File: config.mk
export PLATFORM = sky130hd
export DESIGN_NAME = ascii_integer_parser_unit
export DESIGN_NICKNAME = d
export VERILOG_FILES = /design/src/design/aip_pkg.sv /design/src/design/ascii_integer_parser_unit.sv
export SDC_FILE = /design/constraint.sdc
export NUM_CORES = 1
export LEC_CHECK = 0
export BUFFER_PORTS_ARGS = -buffer_cell sky130_fd_sc_hd__buf_2
export CORE_MARGIN = 10
export CORE_UTILIZATION = 35
export CTS_CLUSTER_DIAMETER = 100
export DETAILED_ROUTE_END_ITERATION = 10
export REMOVE_ABC_BUFFERS = 1
export SLEW_MARGIN = 40
export SYNTH_ARGS = -nofsm -noshare
export SYNTH_HDL_FRONTEND = slang
export SYNTH_SLANG_ARGS = --single-unit
File: constraint.sdc
create_clock -name clock -period 10.6 [get_ports clock]
set_input_delay 0.53 -clock clock [delete_from_list [all_inputs] [get_ports clock]]
set_output_delay 0.53 -clock clock [all_outputs]
set_load 0.01 [all_outputs]
File: src/design/aip_pkg.sv
// ----------------------------------------------------------------------------
// aip_pkg
// Shared types, character codes and digit decode for the ascii integer parser.
// ----------------------------------------------------------------------------
package aip_pkg;

   localparam int unsigned CH_WIDTH    = 8;
   localparam int unsigned VALUE_WIDTH = 64;
   localparam int unsigned DIGIT_WIDTH = 4;
   // product of accumulator and base plus digit needs four extra bits
   localparam int unsigned WIDE_WIDTH  = VALUE_WIDTH + 4;

   localparam logic [CH_WIDTH-1:0] CH_PLUS    = 8'h2b;
   localparam logic [CH_WIDTH-1:0] CH_MINUS   = 8'h2d;
   localparam logic [CH_WIDTH-1:0] CH_DOT     = 8'h2e;
   localparam logic [CH_WIDTH-1:0] CH_ZERO    = 8'h30;
   localparam logic [CH_WIDTH-1:0] CH_NINE    = 8'h39;
   localparam logic [CH_WIDTH-1:0] CH_LOWER_A = 8'h61;
   localparam logic [CH_WIDTH-1:0] CH_LOWER_F = 8'h66;
   localparam logic [CH_WIDTH-1:0] CH_UPPER_A = 8'h41;
   localparam logic [CH_WIDTH-1:0] CH_UPPER_F = 8'h46;
   localparam logic [CH_WIDTH-1:0] CH_LOWER_X = 8'h78;
   localparam logic [CH_WIDTH-1:0] CH_UPPER_X = 8'h58;

   // ceiling is 2^63 - 1 for positive text, 2^63 for negative text
   localparam logic [WIDE_WIDTH-1:0] CEIL_POS =
      {{(WIDE_WIDTH-VALUE_WIDTH+1){1'b0}}, {(VALUE_WIDTH-1){1'b1}}};
   localparam logic [WIDE_WIDTH-1:0] CEIL_NEG =
      {{(WIDE_WIDTH-VALUE_WIDTH){1'b0}}, 1'b1, {(VALUE_WIDTH-1){1'b0}}};

   typedef enum logic [4:0] {
      PH_START    = 5'b00001,
      PH_SIGNED   = 5'b00010,
      PH_DIGITS   = 5'b00100,
      PH_FRACTION = 5'b01000,
      PH_ERROR    = 5'b10000
   } phase_type;

   typedef struct packed {
      logic                   hit;
      logic [DIGIT_WIDTH-1:0] val;
   } digit_type;

   function automatic digit_type digit_decode(input logic [CH_WIDTH-1:0] c,
                                              input logic                hex);
      digit_type d;
      logic [CH_WIDTH-1:0] diff;
      d    = '0;
      diff = '0;
      if (c >= CH_ZERO && c <= CH_NINE) begin
         diff  = c - CH_ZERO;
         d.hit = 1'b1;
         d.val = diff[DIGIT_WIDTH-1:0];
      end else if (hex && c >= CH_LOWER_A && c <= CH_LOWER_F) begin
         diff  = c - CH_LOWER_A + 8'd10;
         d.hit = 1'b1;
         d.val = diff[DIGIT_WIDTH-1:0];
      end else if (hex && c >= CH_UPPER_A && c <= CH_UPPER_F) begin
         diff  = c - CH_UPPER_A + 8'd10;
         d.hit = 1'b1;
         d.val = diff[DIGIT_WIDTH-1:0];
      end
      return d;
   endfunction

endpackage

File: src/design/ascii_integer_parser_unit.sv
// ----------------------------------------------------------------------------
// ascii_integer_parser_unit
// Parses one signed decimal or 0x-prefixed hex integer from a byte stream.
// ----------------------------------------------------------------------------
// timing: a request lands in the input register; applying it updates the parse
// state, and applying the last request of a text loads the result register
// throughput: one request per cycle, set by the combinational shift-add check;
// a stalled result holds an end-of-text request in the input register
// reset: synchronous, clears the parse state and both valid flags
module ascii_integer_parser_unit (
   input  logic                              clock,
   input  logic                              reset,
   input  logic                              req_valid,
   output logic                              req_ready,
   input  logic [aip_pkg::CH_WIDTH-1:0]      req_ch,
   input  logic                              req_last,
   input  logic                              req_text_empty,
   output logic                              rsp_valid,
   input  logic                              rsp_ready,
   output logic                              rsp_ok,
   output logic signed [aip_pkg::VALUE_WIDTH-1:0] rsp_value
);

   // input register
   logic                         in_valid_ff, in_valid_in;
   logic [aip_pkg::CH_WIDTH-1:0] in_ch_ff;
   logic                         in_last_ff;
   logic                         in_empty_ff;

   // parse state
   aip_pkg::phase_type              phase_ff, phase_in;
   logic                            neg_ff, neg_in;
   logic                            hex_ff, hex_in;
   logic [aip_pkg::VALUE_WIDTH-1:0] acc_ff, acc_in;
   logic                            seen_ff, seen_in;
   logic                            lzo_ff, lzo_in;

   // result register
   logic                            rsp_valid_ff, rsp_valid_in;
   logic                            rsp_ok_ff, rsp_ok_in;
   logic [aip_pkg::VALUE_WIDTH-1:0] rsp_value_ff, rsp_value_in;

   logic gives_rsp;
   logic out_free;
   logic advance;

   aip_pkg::digit_type dec_dig;
   aip_pkg::digit_type cur_dig;

   // stepped state before end-of-text handling
   aip_pkg::phase_type              st_phase;
   logic                            st_neg, st_hex, st_seen, st_lzo;
   logic [aip_pkg::VALUE_WIDTH-1:0] st_acc;
   logic                            take;
   logic [aip_pkg::DIGIT_WIDTH-1:0] take_val;
   logic [aip_pkg::WIDE_WIDTH-1:0]  acc_wide;
   logic [aip_pkg::WIDE_WIDTH-1:0]  scaled;
   logic [aip_pkg::WIDE_WIDTH-1:0]  cand;
   logic [aip_pkg::WIDE_WIDTH-1:0]  ceiling;
   logic                            fits;
   logic                            final_ok;

   assign gives_rsp   = in_last_ff | in_empty_ff;
   assign out_free    = ~rsp_valid_ff | rsp_ready;
   assign advance     = in_valid_ff & (~gives_rsp | out_free);
   assign req_ready   = ~in_valid_ff | advance;
   assign in_valid_in = (in_valid_ff & ~advance) | req_valid;

   assign dec_dig = aip_pkg::digit_decode(in_ch_ff, 1'b0);
   assign cur_dig = aip_pkg::digit_decode(in_ch_ff, hex_ff);

   // acc*base + d <= ceiling, equivalent to the floor-divided bound
   assign acc_wide = {{(aip_pkg::WIDE_WIDTH-aip_pkg::VALUE_WIDTH){1'b0}}, acc_ff};
   assign scaled   = hex_ff ? (acc_wide << 4) : ((acc_wide << 3) + (acc_wide << 1));
   assign cand     = scaled + {{(aip_pkg::WIDE_WIDTH-aip_pkg::DIGIT_WIDTH){1'b0}}, take_val};
   assign ceiling  = neg_ff ? aip_pkg::CEIL_NEG : aip_pkg::CEIL_POS;
   assign fits     = (cand <= ceiling);

   always_comb begin
      st_phase = phase_ff;
      st_neg   = neg_ff;
      st_hex   = hex_ff;
      st_acc   = acc_ff;
      st_seen  = seen_ff;
      st_lzo   = lzo_ff;
      take     = 1'b0;
      take_val = cur_dig.val;

      unique case (phase_ff) inside
         aip_pkg::PH_START, aip_pkg::PH_SIGNED: begin
            if (phase_ff == aip_pkg::PH_START &&
                (in_ch_ff == aip_pkg::CH_PLUS || in_ch_ff == aip_pkg::CH_MINUS)) begin
               st_neg   = (in_ch_ff == aip_pkg::CH_MINUS);
               st_phase = aip_pkg::PH_SIGNED;
            end else if (!dec_dig.hit) begin
               st_phase = aip_pkg::PH_ERROR;
            end else begin
               take     = 1'b1;
               take_val = dec_dig.val;
               st_lzo   = (dec_dig.val == '0);
            end
         end
         aip_pkg::PH_DIGITS: begin
            if (lzo_ff && (in_ch_ff == aip_pkg::CH_LOWER_X ||
                           in_ch_ff == aip_pkg::CH_UPPER_X)) begin
               st_hex  = 1'b1;
               st_acc  = '0;
               st_seen = 1'b0;
               st_lzo  = 1'b0;
            end else begin
               st_lzo = 1'b0;
               if (cur_dig.hit) begin
                  take = 1'b1;
               end else if (in_ch_ff == aip_pkg::CH_DOT && seen_ff) begin
                  st_phase = aip_pkg::PH_FRACTION;
               end else begin
                  st_phase = aip_pkg::PH_ERROR;
               end
            end
         end
         aip_pkg::PH_FRACTION: begin
            if (in_ch_ff != aip_pkg::CH_ZERO) begin
               st_phase = aip_pkg::PH_ERROR;
            end
         end
         aip_pkg::PH_ERROR: begin
            st_phase = aip_pkg::PH_ERROR;
         end
         default: begin
            st_phase = aip_pkg::PH_ERROR;
         end
      endcase

      if (take) begin
         if (fits) begin
            st_acc   = cand[aip_pkg::VALUE_WIDTH-1:0];
            st_seen  = 1'b1;
            st_phase = aip_pkg::PH_DIGITS;
         end else begin
            st_phase = aip_pkg::PH_ERROR;
         end
      end
   end

   assign final_ok = (st_phase == aip_pkg::PH_DIGITS && st_seen) ||
                     (st_phase == aip_pkg::PH_FRACTION);

   always_comb begin
      phase_in     = phase_ff;
      neg_in       = neg_ff;
      hex_in       = hex_ff;
      acc_in       = acc_ff;
      seen_in      = seen_ff;
      lzo_in       = lzo_ff;
      rsp_valid_in = rsp_valid_ff & ~rsp_ready;
      rsp_ok_in    = rsp_ok_ff;
      rsp_value_in = rsp_value_ff;

      if (advance) begin
         if (gives_rsp) begin
            // end of text: report and return to the start state
            phase_in     = aip_pkg::PH_START;
            neg_in       = 1'b0;
            hex_in       = 1'b0;
            acc_in       = '0;
            seen_in      = 1'b0;
            lzo_in       = 1'b0;
            rsp_valid_in = 1'b1;
            rsp_ok_in    = ~in_empty_ff & final_ok;
            if (!in_empty_ff && final_ok) begin
               rsp_value_in = st_neg ? ('0 - st_acc) : st_acc;
            end else begin
               rsp_value_in = '0;
            end
         end else begin
            phase_in = st_phase;
            neg_in   = st_neg;
            hex_in   = st_hex;
            acc_in   = st_acc;
            seen_in  = st_seen;
            lzo_in   = st_lzo;
         end
      end
   end

   always_ff @(posedge clock) begin
      if (reset) begin
         in_valid_ff  <= 1'b0;
         rsp_valid_ff <= 1'b0;
         phase_ff     <= aip_pkg::PH_START;
         neg_ff       <= 1'b0;
         hex_ff       <= 1'b0;
         acc_ff       <= '0;
         seen_ff      <= 1'b0;
         lzo_ff       <= 1'b0;
      end else begin
         in_valid_ff  <= in_valid_in;
         rsp_valid_ff <= rsp_valid_in;
         phase_ff     <= phase_in;
         neg_ff       <= neg_in;
         hex_ff       <= hex_in;
         acc_ff       <= acc_in;
         seen_ff      <= seen_in;
         lzo_ff       <= lzo_in;
      end
   end

   always_ff @(posedge clock) begin
      if (req_valid && req_ready) begin
         in_ch_ff    <= req_ch;
         in_last_ff  <= req_last;
         in_empty_ff <= req_text_empty;
      end
      rsp_ok_ff    <= rsp_ok_in;
      rsp_value_ff <= rsp_value_in;
   end

   assign rsp_valid = rsp_valid_ff;
   assign rsp_ok    = rsp_ok_ff;
   assign rsp_value = rsp_value_ff;

endmodule
==> run metrics, run 1 <==
status completed; vias in the first global route 19500; DR vias 21100; setup violators final 0; worst-path maximum fanout 14; Skew-Pair Late Insertion Delay 0.46 ns; DRC Markers 0; Global Route Usage Sum 0.237; CTS Buffer Depth 2; total CTS buffers 17; largest net degree at the start of global routing 85; ys flop type edfxtp_1; Max-Cap Viols 0; final setup TNS 0 ns; drt total wl 78000 um; Routability Congestion 0.976; Final period util 0.945; Initial Utilization 0.352; area grow syn2layout 11.2%; diode count 0; final hold violation count 0; Synth async-reset ratio 0; Slew Limit Headroom 0.417; Peak VDD IR 109 uV; H-tree lvl count 4; Core Region 0.0536 mm^2; Worst setup EP type register; Crit path required time 10.80 ns; Worst Setup Start Kind register; DIE HEIGHT 252 um; register bit count reported by yosys 150; Placed Area 0.0201 mm^2; synthesized cell area 0.0189 mm^2; remaining antenna violation count 0; routed len/inst 23.5 um; Clock transition at path regs 0.07 ns; placement row count 85; minimum clock period 10.01 ns; CP arrival 10.21 ns; yosys warns 0; post-synthesis sequential area ratio 0.199; FMAX 99.9 MHz; slew at the pin closest to its max-slew limit 0.875 ns; Die Wd 252 um; post-route cell area 0.0210 mm^2; Port-buffer cells 80; drt first-iter violations 2512; HP Class primary input to register; global-route wire length before repair 119000 um; Leakage 0.00864 uW; layout cells sized above 1 0.117; drt pass-1 iters 6; Distinct cells, synth 107; EDFF count, synth 75; CTS tree built; NumNets Final 2765; GR Overflow Total 0; CTS root buf clkbuf_16; Avg Vias per Cell 6.36; clk sinks 150; Slew Limit Fails 0; Layout Skew 0.0166 ns; Critical Path Max Stage Delay 0.56 ns; CP Class register to register; power density over cell area 65.3 mW/mm^2; die area 0.0636 mm^2; syn avg cell area 7.30 um^2; initial antenna violation count 1; Detailed Place HPWL 60800 um; crit-path most repeated cell buf_4; Syn Inst Count 2585; Worst path slowest cell dfxtp_1; Top Ports 81
[cells in the final DEF (no fill, tap or decap), types with 13 or more instances in the layout]
cell type	count
o211ai_1	23
buf_2	81
o21ai_1	21
o21ai_0	189
or4_1	22
nand2b_1	30
inv_1	66
clkbuf_16	17
a22oi_1	71
a31oi_1	21
nand3_1	122
or3_1	32
nor2_1	269
ha_1	134
edfxtp_1	75
nand2_1	239
buf_4	88
and2_1	17
nand4_1	78
o21a_1	25
and3_1	29
xnor2_1	60
o31ai_1	26
or2_2	13
dfxtp_1	73
nor4_1	39
nor2b_1	25
a211oi_1	22
mux2i_1	22
nor3_1	76
xor2_1	62
a21oi_1	203
a21o_1	51
and4_1	23
[Yosys cell counts (26+ instances only)]
library cell,number,area share
nand2b_1,30,0.0099
nor2_1,270,0.054
dfxtp_1,75,0.080
ha_1,134,0.089
and3_1,29,0.0096
xor2_1,62,0.029
xnor2_1,63,0.029
clkbuf_1,95,0.019
nor3_1,82,0.022
nand2_1,240,0.048
nand3_1,123,0.033
a22oi_1,71,0.028
or3_1,34,0.011
edfxtp_1,75,0.12
nor4_1,41,0.014
o31ai_1,26,0.010
a21oi_1,206,0.055
nand4_1,78,0.026
buf_2,41,0.011
a21o_1,51,0.020
o21ai_0,192,0.051
inv_1,67,0.013
[cell type report]
cell class                      count  area (um^2)
Timing Repair Buffer              173         1130
Clock buffer                       20          437
Multi-Input combinational cell   2206        14400
Fill cell                        5585        32600
Inverter                           67          251
Tap cell                          696          871
Sequential cell                   150         3760
Clock inverter                     12          178
[repair_timing]
action	in CTS	in global routing
setup buffers	0	13
gates resized for setup	0	25
endpoints found under the hold margin	0	0
endpoints found under the setup margin	0	18
hold buffers	0	0
[final timing paths]
kind / cells past startpoint / from / slack [ns] / to
hold reg to reg: 2 / seen_ff / 0.48 / seen_ff
setup reg to reg: 41 / acc_ff[3] / 0.59 / rsp_value[60]
hold / removal: 1 / req_ch[4] / 0.26 / in_ch_ff[4]
setup / recovery: 41 / acc_ff[3] / 0.59 / rsp_value[60]
[critical path: cells and delay by family, from the launching register on]
family	cells	cell delay (ns)
XOR/XNOR	1	0.16
AO/OA/AOI/OAI	13	3.13
multiplexers	1	0.20
flip-flops	1	0.56
buffers and inverters	7	0.95
AND/OR/NAND/NOR	16	3.95
adder cells (fa/ha/maj)	3	0.81
[power by group]
group	leakage (uW)	switching (uW)	internal, uW
combinational	0.00707	52.3	21.9
sequential	0.00128	6.09	621
clock	0.000290	275	395
[registers in the layout (all words and copies together) (netlist names), 5 cells and up]
name / cells
rsp_value: 64
phase_ff: 5
acc_ff: 64
in_ch_ff: 8
[kinds of logic after synthesis]
kind of cell	Yosys count	synth area share
xor+xnor	126	0.0589
compound gates	808	0.279
fa+ha+maj	136	0.0909
buf+inv	229	0.0498
simple gates	1102	0.304
mux	34	0.0188
flops	150	0.199
[per-stage QoR]
step / util / hold slack, ns / total power, uW / std cells / setup slack [ns]
after global routing: 0.392 / 0.250 / 1410 / 3324 / -0.0865
final: 0.392 / 0.258 / 1370 / 3324 / 0.585
after global placement: 0.375 / 0.467 / 710 / 3276 / 0.483
after detailed placement: 0.376 / 0.472 / 712 / 3278 / 0.211
after CTS: 0.387 / 0.238 / 1380 / 3310 / 0.192
after floorplan: - / 0.431 / 675 / 2423 / -3.30
[routing by layer]
metal  vias to the layer above  wire length (um)  share of wire  GRT usage
met2                      1074             33300           0.43      0.359
met3                       123              7410          0.095     0.0369
met4                         0              2100          0.027     0.0703
met5                         -                 0              0          0
li1                       9828                 -              -          -
met1                     10100             35200           0.45      0.339
Note: power is estimated with default switching activity, not from simulation.
==> run 2: changes to the inputs <==
- CORE_UTILIZATION: 35 -> 45
==> run 2 against run 1 <==
  * Wire length fell by 0.21%
  * Largest cell class unchanged
  * Worst setup slack got worse by 0.11 ns
  * Via count increased by 0.59%
  * Critical path depth grew 1
  * Fmax fell by 1.1%
  * Clock skew shrank 0.0030 ns
==> run metrics, run 2 (synthesis results as in run 1) <==
hold depth 1 (unchanged); Slew Limit Fails 0 (unchanged); Critical Path Max Stage Delay 0.73 ns (was 0.56 ns); Worst Setup Start Kind register (unchanged); Port-buffer cells 80 (unchanged); area grow syn2layout 9.91% (was 11.2%); Top Ports 81 (unchanged); layout cells sized above 1 0.116 (was 0.117); CTS tree built (unchanged); Crit path required time 10.81 ns (was 10.80 ns); initial antenna violation count 0 (was 1); CTS Buffer Depth 2 (unchanged); DIE HEIGHT 225 um (was 252 um); FMAX 98.8 MHz (was 99.9 MHz); DP Worst Slack 0.295 ns (was 0.211 ns); Leakage 0.00860 uW (was 0.00864 uW); DRC Markers 0 (unchanged); CTS root buf clkbuf_16 (unchanged); Worst path slowest cell a211oi_1 (was dfxtp_1); drt first-iter violations 2989 (was 2512); Initial Utilization 0.458 (was 0.352); placement row count 74 (was 85); total CTS buffers 17 (unchanged); HP Class primary input to register (unchanged); clk sinks 150 (unchanged); slew at the pin closest to its max-slew limit 0.968 ns (was 0.875 ns); fin util 0.504 (was 0.392); Peak VDD IR 118 uV (was 109 uV); Layout Skew 0.0136 ns (was 0.0166 ns); CP arrival 10.33 ns (was 10.21 ns); most common cell after layout, fill and taps aside nor2_1 (unchanged); GR Overflow Total 0 (unchanged); H-tree lvl count 4 (unchanged); Slew Limit Headroom 0.336 (was 0.417); Skew-Pair Late Insertion Delay 0.46 ns (about the same); Max-Cap Viols 0 (unchanged); final hold violation count 0 (unchanged); die area 0.0505 mm^2 (was 0.0636 mm^2); Die Wd 225 um (was 252 um); minimum clock period 10.12 ns (was 10.01 ns); commonest non-fill, non-tap cells in the layout 268 x nor2_1, 239 x nand2_1, 205 x a21oi_1 (was 269 x nor2_1, 239 x nand2_1, 203 x a21oi_1); drt pass-1 iters 6 (unchanged); routed len/inst 24.6 um (was 23.5 um); Clock transition at path regs 0.06 ns (was 0.07 ns); remaining antenna violation count 0 (unchanged); status completed (unchanged); placed cells 3120 (was 3278); largest net degree at the start of global routing 78 (was 85); Worst setup EP type register (unchanged); global-route wire length before repair 118000 um (was 119000 um); power density over cell area 64.1 mW/mm^2 (was 65.3 mW/mm^2); drt total wl 77800 um (was 78000 um); R2R Setup Slk 0.48 ns (was 0.59 ns); setup violators final 0 (unchanged); Avg Vias per Cell 6.73 (was 6.36); worst-path maximum fanout 11 (was 14); Detailed Place HPWL 60600 um (was 60800 um); Routability Congestion 1.02 (was 0.976); RSZ-0062 raised after global routing false; final non-filler cell total 3160 (was 3324); final worst slack 0.479 ns (was 0.585 ns); Final period util 0.955 (was 0.945); worst hold slack 0.251 ns (was 0.258 ns); Global Route Usage Sum 0.297 (was 0.237); post-route cell area 0.0207 mm^2 (was 0.0210 mm^2); Core Region 0.0412 mm^2 (was 0.0536 mm^2); Placed Area 0.0200 mm^2 (was 0.0201 mm^2); R2R depth 42 (was 41); NumNets Final 2764 (was 2765); vias in the first global route 19300 (was 19500); CP Class register to register (unchanged); DR vias 21300 (was 21100)
[run 2: path summary, 6_finish.rpt]
check                 start            end
max               acc_ff[4]  rsp_value[60]
min          req_text_empty    in_empty_ff
max reg2reg       acc_ff[4]  rsp_value[60]
min reg2reg         seen_ff        seen_ff
[run 2: timing repair]
action / 4_1_cts / 5_1_grt
setup endpoints to repair: 0 / 22
hold buffers: 0 / 0
buffers inserted: 0 / 6
gates resized for setup: 0 / 20
[run 2: power breakdown]
group          switching, uW  leakage [uW]  internal (uW)
clock                    261      0.000285            369
combinational           52.0       0.00704           21.0
sequential              6.16       0.00128            621
total                    320       0.00860           1010
[run 2: layout make-up]
type / instances / area, um^2
antenna: 1 / 2.50
clock buffer: 19 / 433
clock inverter: 13 / 155
fill: 4184 / 20500
inverter: 67 / 251
multi-input combinational: 2207 / 14400
sequential: 150 / 3760
tap: 532 / 666
timing repair buffer: 171 / 1120
[run 2: stage by stage]
stage,power (uW),setup TNS [ns]
floorplan,675,-178.64
global placement,711,0
detailed placement,712,0
CTS,1340,0
global route,1370,0
finish,1330,0
[run 2: per-layer routing]
metal | routed length, um | vias up | track usage
met1 | 36100 | 10100 | 0.450
met4 | 1730 | 0 | 0.0783
met2 | 31700 | 1182 | 0.421
li1 | - | 9830 | -
met3 | 8280 | 98 | 0.0496
met5 | 0 | - | 0
[run 2: critical path: cells and delay by family (launching register included)]
kind	cells	cell delay, ns
flip-flops	1	0.53
AO/OA/AOI/OAI	18	4.71
adder cells (fa/ha/maj)	3	0.74
AND/OR/NAND/NOR	13	2.68
XOR/XNOR	2	0.35
multiplexers	1	0.17
buffers and inverters	5	0.66
